`config.mk`:
```
export PLATFORM = sky130hd
export DESIGN_NAME = sapc_ctl
export DESIGN_NICKNAME = d
export VERILOG_FILES = /design/src/rtl/core/set_assoc_page_cache_lruk_defines.svh /design/src/rtl/core/sapc_pkg.sv /design/src/rtl/core/sapc_ctl.sv
export SDC_FILE = /design/constraint.sdc
export NUM_CORES = 1
export LEC_CHECK = 0
export ABC_AREA = 1
export ABC_CLOCK_PERIOD_IN_PS = 2500
export BUFFER_PORTS_ARGS = -buffer_cell sky130_fd_sc_hd__clkbuf_2
export CAP_MARGIN = 40
export CELL_PAD_IN_SITES_DETAIL_PLACEMENT = 1
export CELL_PAD_IN_SITES_GLOBAL_PLACEMENT = 1
export CORE_AREA = 2 2 39 41
export CTS_BUF_LIST = sky130_fd_sc_hd__clkbuf_8 sky130_fd_sc_hd__clkbuf_16
export DETAILED_ROUTE_END_ITERATION = 10
export DIE_AREA = 0 0 41 43
export PLACE_DENSITY_LB_ADDON = 0.08
export SYNTH_ARGS = -nofsm -noshare
export SYNTH_HDL_FRONTEND = slang
export SYNTH_SLANG_ARGS = --single-unit
```
`constraint.sdc`:
```
create_clock -name clock -period 2.5 [get_ports clock]
set_input_delay 0.5 -clock clock [delete_from_list [all_inputs] [get_ports clock]]
set_output_delay 0.5 -clock clock [all_outputs]
set_load 0.1 [all_outputs]
```
`src/rtl/core/set_assoc_page_cache_lruk_defines.svh`:
```
// Assertion macros shared by the page cache RTL.
`ifndef SET_ASSOC_PAGE_CACHE_LRUK_DEFINES_SVH
`define SET_ASSOC_PAGE_CACHE_LRUK_DEFINES_SVH

// Same-cycle implication, sampled on the rising clock, off during reset.
`define SAPC_ASSERT_NOW(lbl, ante, cons, msg) \
   lbl: assert property (@(posedge clock) disable iff (reset) (ante) |-> (cons)) \
      else $error(msg);

// Next-cycle implication, sampled on the rising clock, off during reset.
`define SAPC_ASSERT_NEXT(lbl, ante, cons, msg) \
   lbl: assert property (@(posedge clock) disable iff (reset) (ante) |=> (cons)) \
      else $error(msg);

`endif

```
`src/rtl/core/sapc_pkg.sv`:
```
package sapc_pkg;

   // Field widths.
   localparam int GFN_W      = 36;
   localparam int PAGE_W     = 40;
   localparam int STAMP_W    = 64;
   localparam int NSETS_W    = 11;
   localparam int GPAGES_W   = 37;
   localparam int REQ_DATA_W = 80;
   localparam int RSP_DATA_W = 88;
   localparam int CSR_IDX_W  = 2;
   localparam int CSR_DATA_W = 37;
   localparam int DIV_CNT_W  = 6;

   // Commands.
   localparam logic CMD_INSTALL    = 1'b0;
   localparam logic CMD_MARK_DIRTY = 1'b1;

   // Configuration register indexes.
   localparam logic [CSR_IDX_W-1:0] CSR_NUM_SETS      = 2'd0;
   localparam logic [CSR_IDX_W-1:0] CSR_GUEST_PAGES   = 2'd1;
   localparam logic [CSR_IDX_W-1:0] CSR_UFFD_ATTACHED = 2'd2;
   localparam logic [CSR_IDX_W-1:0] CSR_RMAP_PRESENT  = 2'd3;

   // Reset values of the configuration registers.
   localparam logic [NSETS_W-1:0]  NUM_SETS_RST    = 11'd1;
   localparam logic [GPAGES_W-1:0] GUEST_PAGES_RST = 37'h10_0000_0000;

   // Sequencer states.
   typedef enum logic [5:0] {
      S_CLEAR = 6'b000001,
      S_IDLE  = 6'b000010,
      S_DIV   = 6'b000100,
      S_RD    = 6'b001000,
      S_EV    = 6'b010000,
      S_WR    = 6'b100000
   } ctl_state_type;

   // Commands from the sequencer to the datapath.
   typedef struct packed {
      logic clear_step;
      logic load_in;
      logic div_step;
      logic rd_issue;
      logic ev_way;
      logic do_write;
   } ctl_cmd_type;

   // Status from the datapath to the sequencer.
   typedef struct packed {
      logic clear_done;
      logic oor;
      logic div_done;
      logic last_way;
      logic out_busy;
   } dp_status_type;

endpackage

```
`src/rtl/core/sapc_ctl.sv`:
```
module sapc_ctl (
   input  logic                   clock,
   input  logic                   reset,
   input  logic                   req_tvalid,
   output logic                   req_tready,
   input  sapc_pkg::dp_status_type status,
   output sapc_pkg::ctl_cmd_type   cmd
);

   sapc_pkg::ctl_state_type state_ff, state_in;

   // Next state and commands.
   always_comb begin
      state_in   = state_ff;
      cmd        = '0;
      req_tready = 1'b0;
      case (state_ff)
         sapc_pkg::S_CLEAR: begin
            cmd.clear_step = 1'b1;
            if (status.clear_done) begin
               state_in = sapc_pkg::S_IDLE;
            end
         end
         sapc_pkg::S_IDLE: begin
            req_tready = 1'b1;
            if (req_tvalid) begin
               cmd.load_in = 1'b1;
               state_in    = sapc_pkg::S_DIV;
            end
         end
         sapc_pkg::S_DIV: begin
            cmd.div_step = 1'b1;
            if (status.oor) begin
               state_in = sapc_pkg::S_WR;
            end else if (status.div_done) begin
               state_in = sapc_pkg::S_RD;
            end
         end
         sapc_pkg::S_RD: begin
            cmd.rd_issue = 1'b1;
            state_in     = sapc_pkg::S_EV;
         end
         sapc_pkg::S_EV: begin
            cmd.ev_way = 1'b1;
            state_in   = status.last_way ? sapc_pkg::S_WR : sapc_pkg::S_RD;
         end
         sapc_pkg::S_WR: begin
            if (!status.out_busy) begin
               cmd.do_write = 1'b1;
               state_in     = sapc_pkg::S_IDLE;
            end
         end
         default: begin
            state_in = sapc_pkg::S_IDLE;
         end
      endcase
   end

   always_ff @(posedge clock) begin
      if (reset) begin
         state_ff <= sapc_pkg::S_CLEAR;
      end else begin
         state_ff <= state_in;
      end
   end

endmodule

```
==> impl_metrics.yaml, run 1 <==
place:
  place_area_um2: 489
  place_ws_ns: 0.674
  portBuffers: 14
  place_congestion: 0.679
  dpl.hpwl_um: 886
critical_path:
  cp.arrival_ns: 1.57
  cpMostUsedCell: "nor2_1"
  path_cells: "inv_1, nor2_1, nand3_1, nor2_1, clkbuf_2"
  reg2reg_depth: 7
  critPathCaptureType: "output port"
  critical_path_class: "register to output port"
  cp_max_fo: 4
  start_kind: "register"
  cpMaxStageDelayCell: "clkbuf_2"
  critPathMaxStageDelay_ns: 0.46
  rrSetupSlack_ns: 1.31
  cp.required_ns: 2.00
floorplanning:
  io_pins: 15
  die_w_um: 41
  start_util: 0.288
  dieArea_um2: 1760
  dieHeight_um: 43
  num_rows: 14
  core_um2: 1380
layout:
  regMostFlops: "state_ff"
  largest_reg_flops: 6
  final_area_um2: 531
  multi_input_area_um2: 226
  fillers: 187
  top_regs: "state_ff x6"
  antenna_cells: 0
  nNetsFinal: 90
  drive_gt1_frac: 0.338
  area_growth_syn_to_layout_pct: 32.9
  regArea_um2: 120
synth:
  synth_nets: 71
  yosysUniqueCellTypes: 13
  synth_warnings: 0
  synth_top_area_share: 0.301
  synth_top_cell_by_area: "dfxtp_1"
  ys_ff_latch: 6
  netlist_instances: 63
  seq_area_frac_synth: 0.301
  avgSynthCellArea_um2: 6.34
  syn_area_um2: 399
  netlist_top_cells_area: "dfxtp_1 30%, nor2_1 13%, inv_1 11%, nand2_1 10%, nor2_4 8.5%"
timing:
  timing.final.max_slew_violations: 0
  tightestPinTransition_ns: 0.543
  setup_viol_count_final: 0
  finalHoldViolations: 0
  whs_ns: 0.467
  setup_tns_ns: 0
  rsz0062_at_grt: "false"
  skew_ns: 0.00417
  relSlewSlack: 0.640
  timing.final.crit_share: 0.826
  setup_slack_ns: 0.434
  period_minus_slack_ns: 2.07
  fmax_ghz: 0.484
route:
  wl_um: 1050
  drt_pass1_iterations: 3
  drt_iter0_drc: 6
  vias: 420
  ant_nets: 0
  drt-wirelength-per-cell_um: 11.0
  routed_via_density: 4.38
  drc_errors: 0
global_route:
  grt_use_total: 0.160
  grt_pass1_vias: 407
  grt_max_degree: 8
  grt_overflow: 0
  antenna_found_initial: 0
  grt_pass1_wl_um: 1790
status:
  outcome: "finished, final reports clean"
power_and_ir_drop:
  power_density_nw_per_um2: 728
  total_leakage_power_nw: 0.317
  irDropWorstVdd_mv: 0.324
  finalPower_mw: 0.386
clock_network:
  root_buffer: "clkbuf_8"
  cts_tree: "done"
  cts_hold_buf: 0
  cts-buffers-inserted: 3
  clock_path_buffers: 2
  htree_levels: 1
  clock_sinks: 6
  post_cts_buffers: 0
  clock_latency_ns: 0.22
  clkTransAtPathRegs_ns: 0.04
  cts_resized: 0
worst_hold_path:
  hp-class: "input pin to register"
  min_delay_path_depth: 2
run:
  cap_viol_max_count: 0
## path summary, 6_finish.rpt
kind	start	to
max reg2reg	state_ff[1]	state_ff[2]
max	state_ff[1]	cmd[4]
min reg2reg	state_ff[2]	state_ff[2]
min	reset	state_ff[3]
## per-stage QoR
step                std cells   util
finish                     96  0.383
global route               96  0.383
global placement           93  0.354
CTS                        96  0.383
floorplan                  63      -
detailed placement         93  0.354
## placed cells by master (no fill, tap or decap)
cell / synthesis / final
nand4_2: 1 / 1
nand3_2: 1 / 1
inv_2: 2 / 2
nand4_1: 4 / 4
nor2_2: 2 / 2
nand2_1: 11 / 11
clkbuf_2: 0 / 14
and3_2: 1 / 1
inv_1: 12 / 12
nor2_1: 14 / 14
o22ai_1: 1 / 1
dfxtp_1: 6 / 6
clkbuf_8: 0 / 3
nand3_1: 5 / 5
nor2_4: 3 / 3
## logic make-up (layout without fill, tap and decap cells)
group / after synthesis / after routing / synth area share
DFF: 6 / 6 / 0.301
buffers and inverters: 14 / 31 / 0.132
and+or+nand+nor: 42 / 42 / 0.552
AOI/OAI and AO/OA: 1 / 1 / 0.0157
## Yosys cell counts
| library cell | n |
|---|---|
| nor2_2 | 2 |
| dfxtp_1 | 6 |
| inv_2 | 2 |
| nand3_1 | 5 |
| nor2_1 | 14 |
| inv_1 | 12 |
| and3_2 | 1 |
| nand2_1 | 11 |
| o22ai_1 | 1 |
| nor2_4 | 3 |
| nand4_1 | 4 |
| nand3_2 | 1 |
| nand4_2 | 1 |
## where the power goes
group	switching (mW)	internal, mW	leakage, nW	total [mW]
combinational	0.0970	0.0291	0.246	0.126
sequential	0.0105	0.104	0.0492	0.114
clock	0.0423	0.104	0.0216	0.146
## critical path: cells and delay by family, from the launching register on
family,cells,cell delay [ns]
buffers and inverters,2,0.53
DFF,1,0.41
and+or+nand+nor,3,0.41
## per-layer routing
layer	global-route usage	up-vias	wire length, um
met1	0.205	176	516
met3	0.0785	2	64
li1	-	231	-
met5	0	-	0
met4	0.0800	0	18
met2	0.216	11	455
## layout make-up
type / instances / area share
Multi-Input combinational cell: 43 / 0.427
Sequential cell: 6 / 0.226
Clock buffer: 3 / 0.0778
Timing Repair Buffer: 14 / 0.132
Tap cell: 16 / 0.0377
Inverter: 14 / 0.0991
No activity file was read; power rests on OpenSTA's default activity.
==> run 2: changes to the inputs <==
ABC_CLOCK_PERIOD_IN_PS = 1700   (was 2500)
CORE_AREA = not set   (was 2 2 39 41)
CORE_MARGIN = 2   (was not set)
CORE_UTILIZATION = 26   (was not set)
DIE_AREA = not set   (was 0 0 41 43)
clock period = 1.7 ns   (was 2.5 ns; I/O delays follow)
==> impl_metrics.yaml, run 2 (same netlist as run 1, synthesis figures left out) <==
status:
  outcome: "finished, final reports clean"
layout:
  nNetsFinal: 91
  drive_gt1_frac: 0.420
  regMostFlops: "state_ff"
  final_cell_mix: "12 x inv_1, 11 x nor2_1, 11 x nand2_1"
  top_regs: "state_ff x6"
  antenna_cells: 0
  area_growth_syn_to_layout_pct: 68.3
  largest_reg_flops: 6
  layout_commonest_cell: "inv_1"
critical_path:
  cpMaxStageDelayCell: "dfxtp_1"
  cp.required_ns: 1.36
  critPathCaptureType: "output port"
  critPathMaxStageDelay_ns: 0.34
  critical_path_class: "register to output port"
  cp.arrival_ns: 1.29
  path_cells: "nor2_4, buf_4, and3_2, buf_12"
  cp_num_buf_inv: 2
  start_kind: "register"
  path_delay_family: "simple AND/OR/NAND/NOR gates"
  cp_max_fo: 6
global_route:
  grt_overflow: 0
  grt_pass1_vias: 455
  grt_max_degree: 8
  grt_pass1_wl_um: 1970
  antenna_found_initial: 0
  grt_use_total: 0.145
clock_network:
  htree_levels: 1
  clock_path_buffers: 2
  clkTransAtPathRegs_ns: 0.04
  cts_tree: "done"
  root_buffer: "clkbuf_8"
  cts_hold_buf: 0
  cts-buffers-inserted: 3
  clock_latency_ns: 0.22
  clock_sinks: 6
floorplanning:
  dieArea_um2: 1860
  start_util: 0.271
  die_w_um: 43.2
  dieHeight_um: 43.2
  io_pins: 15
  core_um2: 1470
  num_rows: 14
route:
  routed_via_density: 4.45
  drt_iter0_drc: 5
  wl_um: 1070
  ant_nets: 0
  drt_pass1_iterations: 4
  vias: 432
  drt-wirelength-per-cell_um: 11.0
  drc_errors: 0
timing:
  setup_viol_count_final: 0
  setup_tns_ns: 0
  skew_ns: 0.00252
  timing.final.max_slew_violations: 0
  timing.final.crit_share: 0.961
  fmax_ghz: 0.612
  period_minus_slack_ns: 1.63
  finalHoldViolations: 0
  setup_slack_ns: 0.0667
  rsz0062_at_grt: "false"
  tightestPinTransition_ns: 0.217
  relSlewSlack: 0.855
worst_hold_path:
  hp-class: "input pin to register"
place:
  place_ws_ns: 0.215
  dpl.hpwl_um: 856
  place_congestion: 0.754
  portBuffers: 14
power_and_ir_drop:
  finalPower_mw: 0.619
  total_leakage_power_nw: 0.349
  irDropWorstVdd_mv: 0.650
  power_density_nw_per_um2: 921
run:
  cap_viol_max_count: 0
[run 2: cell count changes in the layout (fill, tap and decap cells not counted)]
cell,previous run,this run
nor2_1,14,11
buf_4,0,1
nand3_1,5,3
dfxtp_2,0,1
nor2_2,2,3
buf_12,0,7
nor2_4,3,5
nand3_2,1,3
dfxtp_1,6,5
clkbuf_2,14,7
[run 2: timing repair]
item	in CTS	in global routing
setup endpoints to repair	2	3
gates resized for setup	1	3
buffers inserted	0	1
pin swaps	0	1
[run 2: path summary, 6_finish.rpt]
kind                    start           to  slack (ns)  depth (start not counted)
setup / recovery  state_ff[3]       cmd[5]        0.07                          4
hold / removal          reset  state_ff[3]        0.31                          2
setup reg to reg  state_ff[3]  state_ff[2]        0.40                          8
hold reg to reg   state_ff[1]  state_ff[1]        0.53                          2
[run 2: power by group]
group | internal (mW) | switching, mW
Combinational | 0.0820 | 0.155
Sequential | 0.154 | 0.0161
Clock | 0.152 | 0.0602
[run 2: layout make-up]
class                      count  area (um^2)
clock buffer                   3         41.3
timing repair buffer          15          183
inverter                      14         52.6
multi-input combinational     43          254
fill                         190          800
tap                           16         20.0
sequential                     6          121
[run 2: metrics by stage]
step,hold slack [ns],instances,util,instance area (um^2)
2_1_floorplan,0.412,63,-,414
3_3_place_gp,0.534,93,0.414,609
3_5_place_dp,0.536,93,0.414,609
4_1_cts,0.303,96,0.446,656
5_1_grt,0.310,97,0.457,672
6_report,0.307,97,0.457,672
[run 2: routing by layer]
metal / routed length (um) / global-route usage / share of wire
met1: 555 / 0.203 / 0.52
met2: 474 / 0.200 / 0.44
met3: 31 / 0.0255 / 0.029
met4: 8 / 0.0909 / 0.0075
met5: 0 / 0 / 0
[run 2: worst reg2reg max path, stage by stage (launching register included)]
cell,delay (ns)
dfxtp_1,0.40
nor2_4,0.09
buf_4,0.14
nand4_2,0.09
nand2_1,0.07
nor2_2,0.21
nand2_1,0.09
nand2_1,0.07
nor2_1,0.03
==> run 3: changes to the inputs <==
GPL_TIMING_DRIVEN = 0   (was not set)
RECOVER_POWER = 25   (was not set)
==> impl_metrics.yaml, run 3 (same netlist as run 1, synthesis figures left out) <==
clock_network:
  clock_path_buffers: 2
  clock_sinks: 6
  cts_tree: "done"
  root_buffer: "clkbuf_8"
  cts-buffers-inserted: 3
  htree_levels: 1
  clkTransAtPathRegs_ns: 0.04
  clock_latency_ns: 0.23
timing:
  relSlewSlack: 0.825
  rsz0062_at_grt: "true"
  skew_ns: 0.00339
  setup_slack_ns: 0.0504
  setup_viol_count_final: 0
  whs_ns: 0.296
  timing.final.crit_share: 0.970
  period_minus_slack_ns: 1.65
  fmax_ghz: 0.606
  setup_tns_ns: 0
  timing.final.max_slew_violations: 0
  tightestPinTransition_ns: 0.262
  finalHoldViolations: 0
power_and_ir_drop:
  total_leakage_power_nw: 0.343
  finalPower_mw: 0.606
  power_density_nw_per_um2: 940
  irDropWorstVdd_mv: 0.498
global_route:
  antenna_found_initial: 0
  grt_max_degree: 8
  grt_use_total: 0.156
  grt_overflow: 0
  grt_pass1_wl_um: 2060
  grt_pass1_vias: 467
worst_hold_path:
  hold-path-endpoint: "state_ff[3]"
  min_delay_path_depth: 2
  worstHoldStart: "reset"
  hp-class: "input pin to register"
critical_path:
  path_cells: "nor2_4, nand3_2, inv_1, buf_8"
  critical_path_class: "register to output port"
  start_kind: "register"
  r2r-end: "state_ff[1]"
  critPathMaxStageDelay_ns: 0.34
  rrSetupSlack_ns: 0.39
  reg2reg_depth: 8
  critPathCaptureType: "output port"
  crit_start: "state_ff[5]"
  cp.arrival_ns: 1.31
  cp_num_buf_inv: 2
  reg2reg_from: "state_ff[3]"
  cp_max_fo: 7
  cp.required_ns: 1.36
  cpMaxStageDelayCell: "dfxtp_1"
  path_delay_family: "simple AND/OR/NAND/NOR gates"
route:
  vias: 453
  drc_errors: 0
  routed_via_density: 4.67
  drt_iter0_drc: 5
  wl_um: 1190
  ant_nets: 0
  drt_pass1_iterations: 4
  drt-wirelength-per-cell_um: 12.3
floorplanning:
  io_pins: 15
  dieArea_um2: 1860
  num_rows: 14
  dieHeight_um: 43.2
  die_w_um: 43.2
  start_util: 0.271
  core_um2: 1470
layout:
  fillers: 190
  regMostFlops: "state_ff"
  fin_cells: 97
  drive_gt1_frac: 0.407
  final_cell_mix: "12 x inv_1, 12 x nor2_1, 11 x nand2_1"
  largest_reg_flops: 6
  area_growth_syn_to_layout_pct: 61.4
  antenna_cells: 0
  top_regs: "state_ff x6"
  nNetsFinal: 91
place:
  dp_cells: 93
  place_ws_ns: -0.0314
  portBuffers: 14
  dpl.hpwl_um: 863
  place_congestion: 0.748
run:
  cap_viol_max_count: 0
status:
  outcome: "finished, final reports clean"
==> run 3: changes by cell type in the layout (fill, tap and decap cells not counted), sizes merged <==
cell    delta
buf        -2
clkbuf     +2
==> run 3: repair_timing <==
item                                    CTS  global route
hold buffers                              0             0
pin swaps                                 0             2
gates resized for setup                  13            12
endpoints found under the hold margin     0             0
endpoints found under the setup margin    7             7
buffers inserted                          0             1
==> run 3: metal layers <==
layer,vias up,GRT usage,share of wire
met2,14,0.260,0.48
met1,203,0.173,0.45
li1,232,-,-
met5,-,0,0
met3,4,0.0426,0.044
met4,0,0.0909,0.023
==> run 3: power by group <==
part / switching (mW) / total [mW] / internal, mW / leakage (nW)
clock: 0.0643 / 0.217 / 0.152 / 0.0216
sequential: 0.0155 / 0.169 / 0.154 / 0.0494
combinational: 0.152 / 0.220 / 0.0675 / 0.272
total: 0.232 / 0.606 / 0.374 / 0.343
==> run 3: cell type report <==
class | count | area, um^2 | share of cell area
Tap cell | 16 | 20.0 | 0.0311
Sequential cell | 6 | 121 | 0.188
Inverter | 14 | 52.6 | 0.0816
Multi-Input combinational cell | 43 | 259 | 0.402
Clock buffer | 3 | 41.3 | 0.0641
Timing Repair Buffer | 15 | 150 | 0.233
==> run 3: worst max path at each step <==
stage | to | slack (ns) | cells past startpoint
after floorplan | req_tready | 0.02 | 4
after global placement | cmd[4] | -0.02 | 5
after detailed placement | cmd[4] | -0.03 | 4
after CTS | cmd[0] | 0.003 | 4
after global routing | req_tready | -0.02 | 5
final | cmd[2] | 0.05 | 4
==> run 3: stage by stage <==
stage	util	instance area, um^2
4_1_cts	0.411	604
2_1_floorplan	-	414
5_1_grt	0.438	644
3_3_place_gp	0.343	504
3_5_place_dp	0.343	504
6_report	0.438	644
==> run 3: worst register-to-register path, stage by stage (launching register included) <==
cell	delay [ns]
dfxtp_1	0.40
nor2_4	0.09
buf_4	0.14
nand4_2	0.09
nand2_1	0.07
nor2_2	0.22
nand2_1	0.08
nand2_1	0.07
nor2_1	0.04
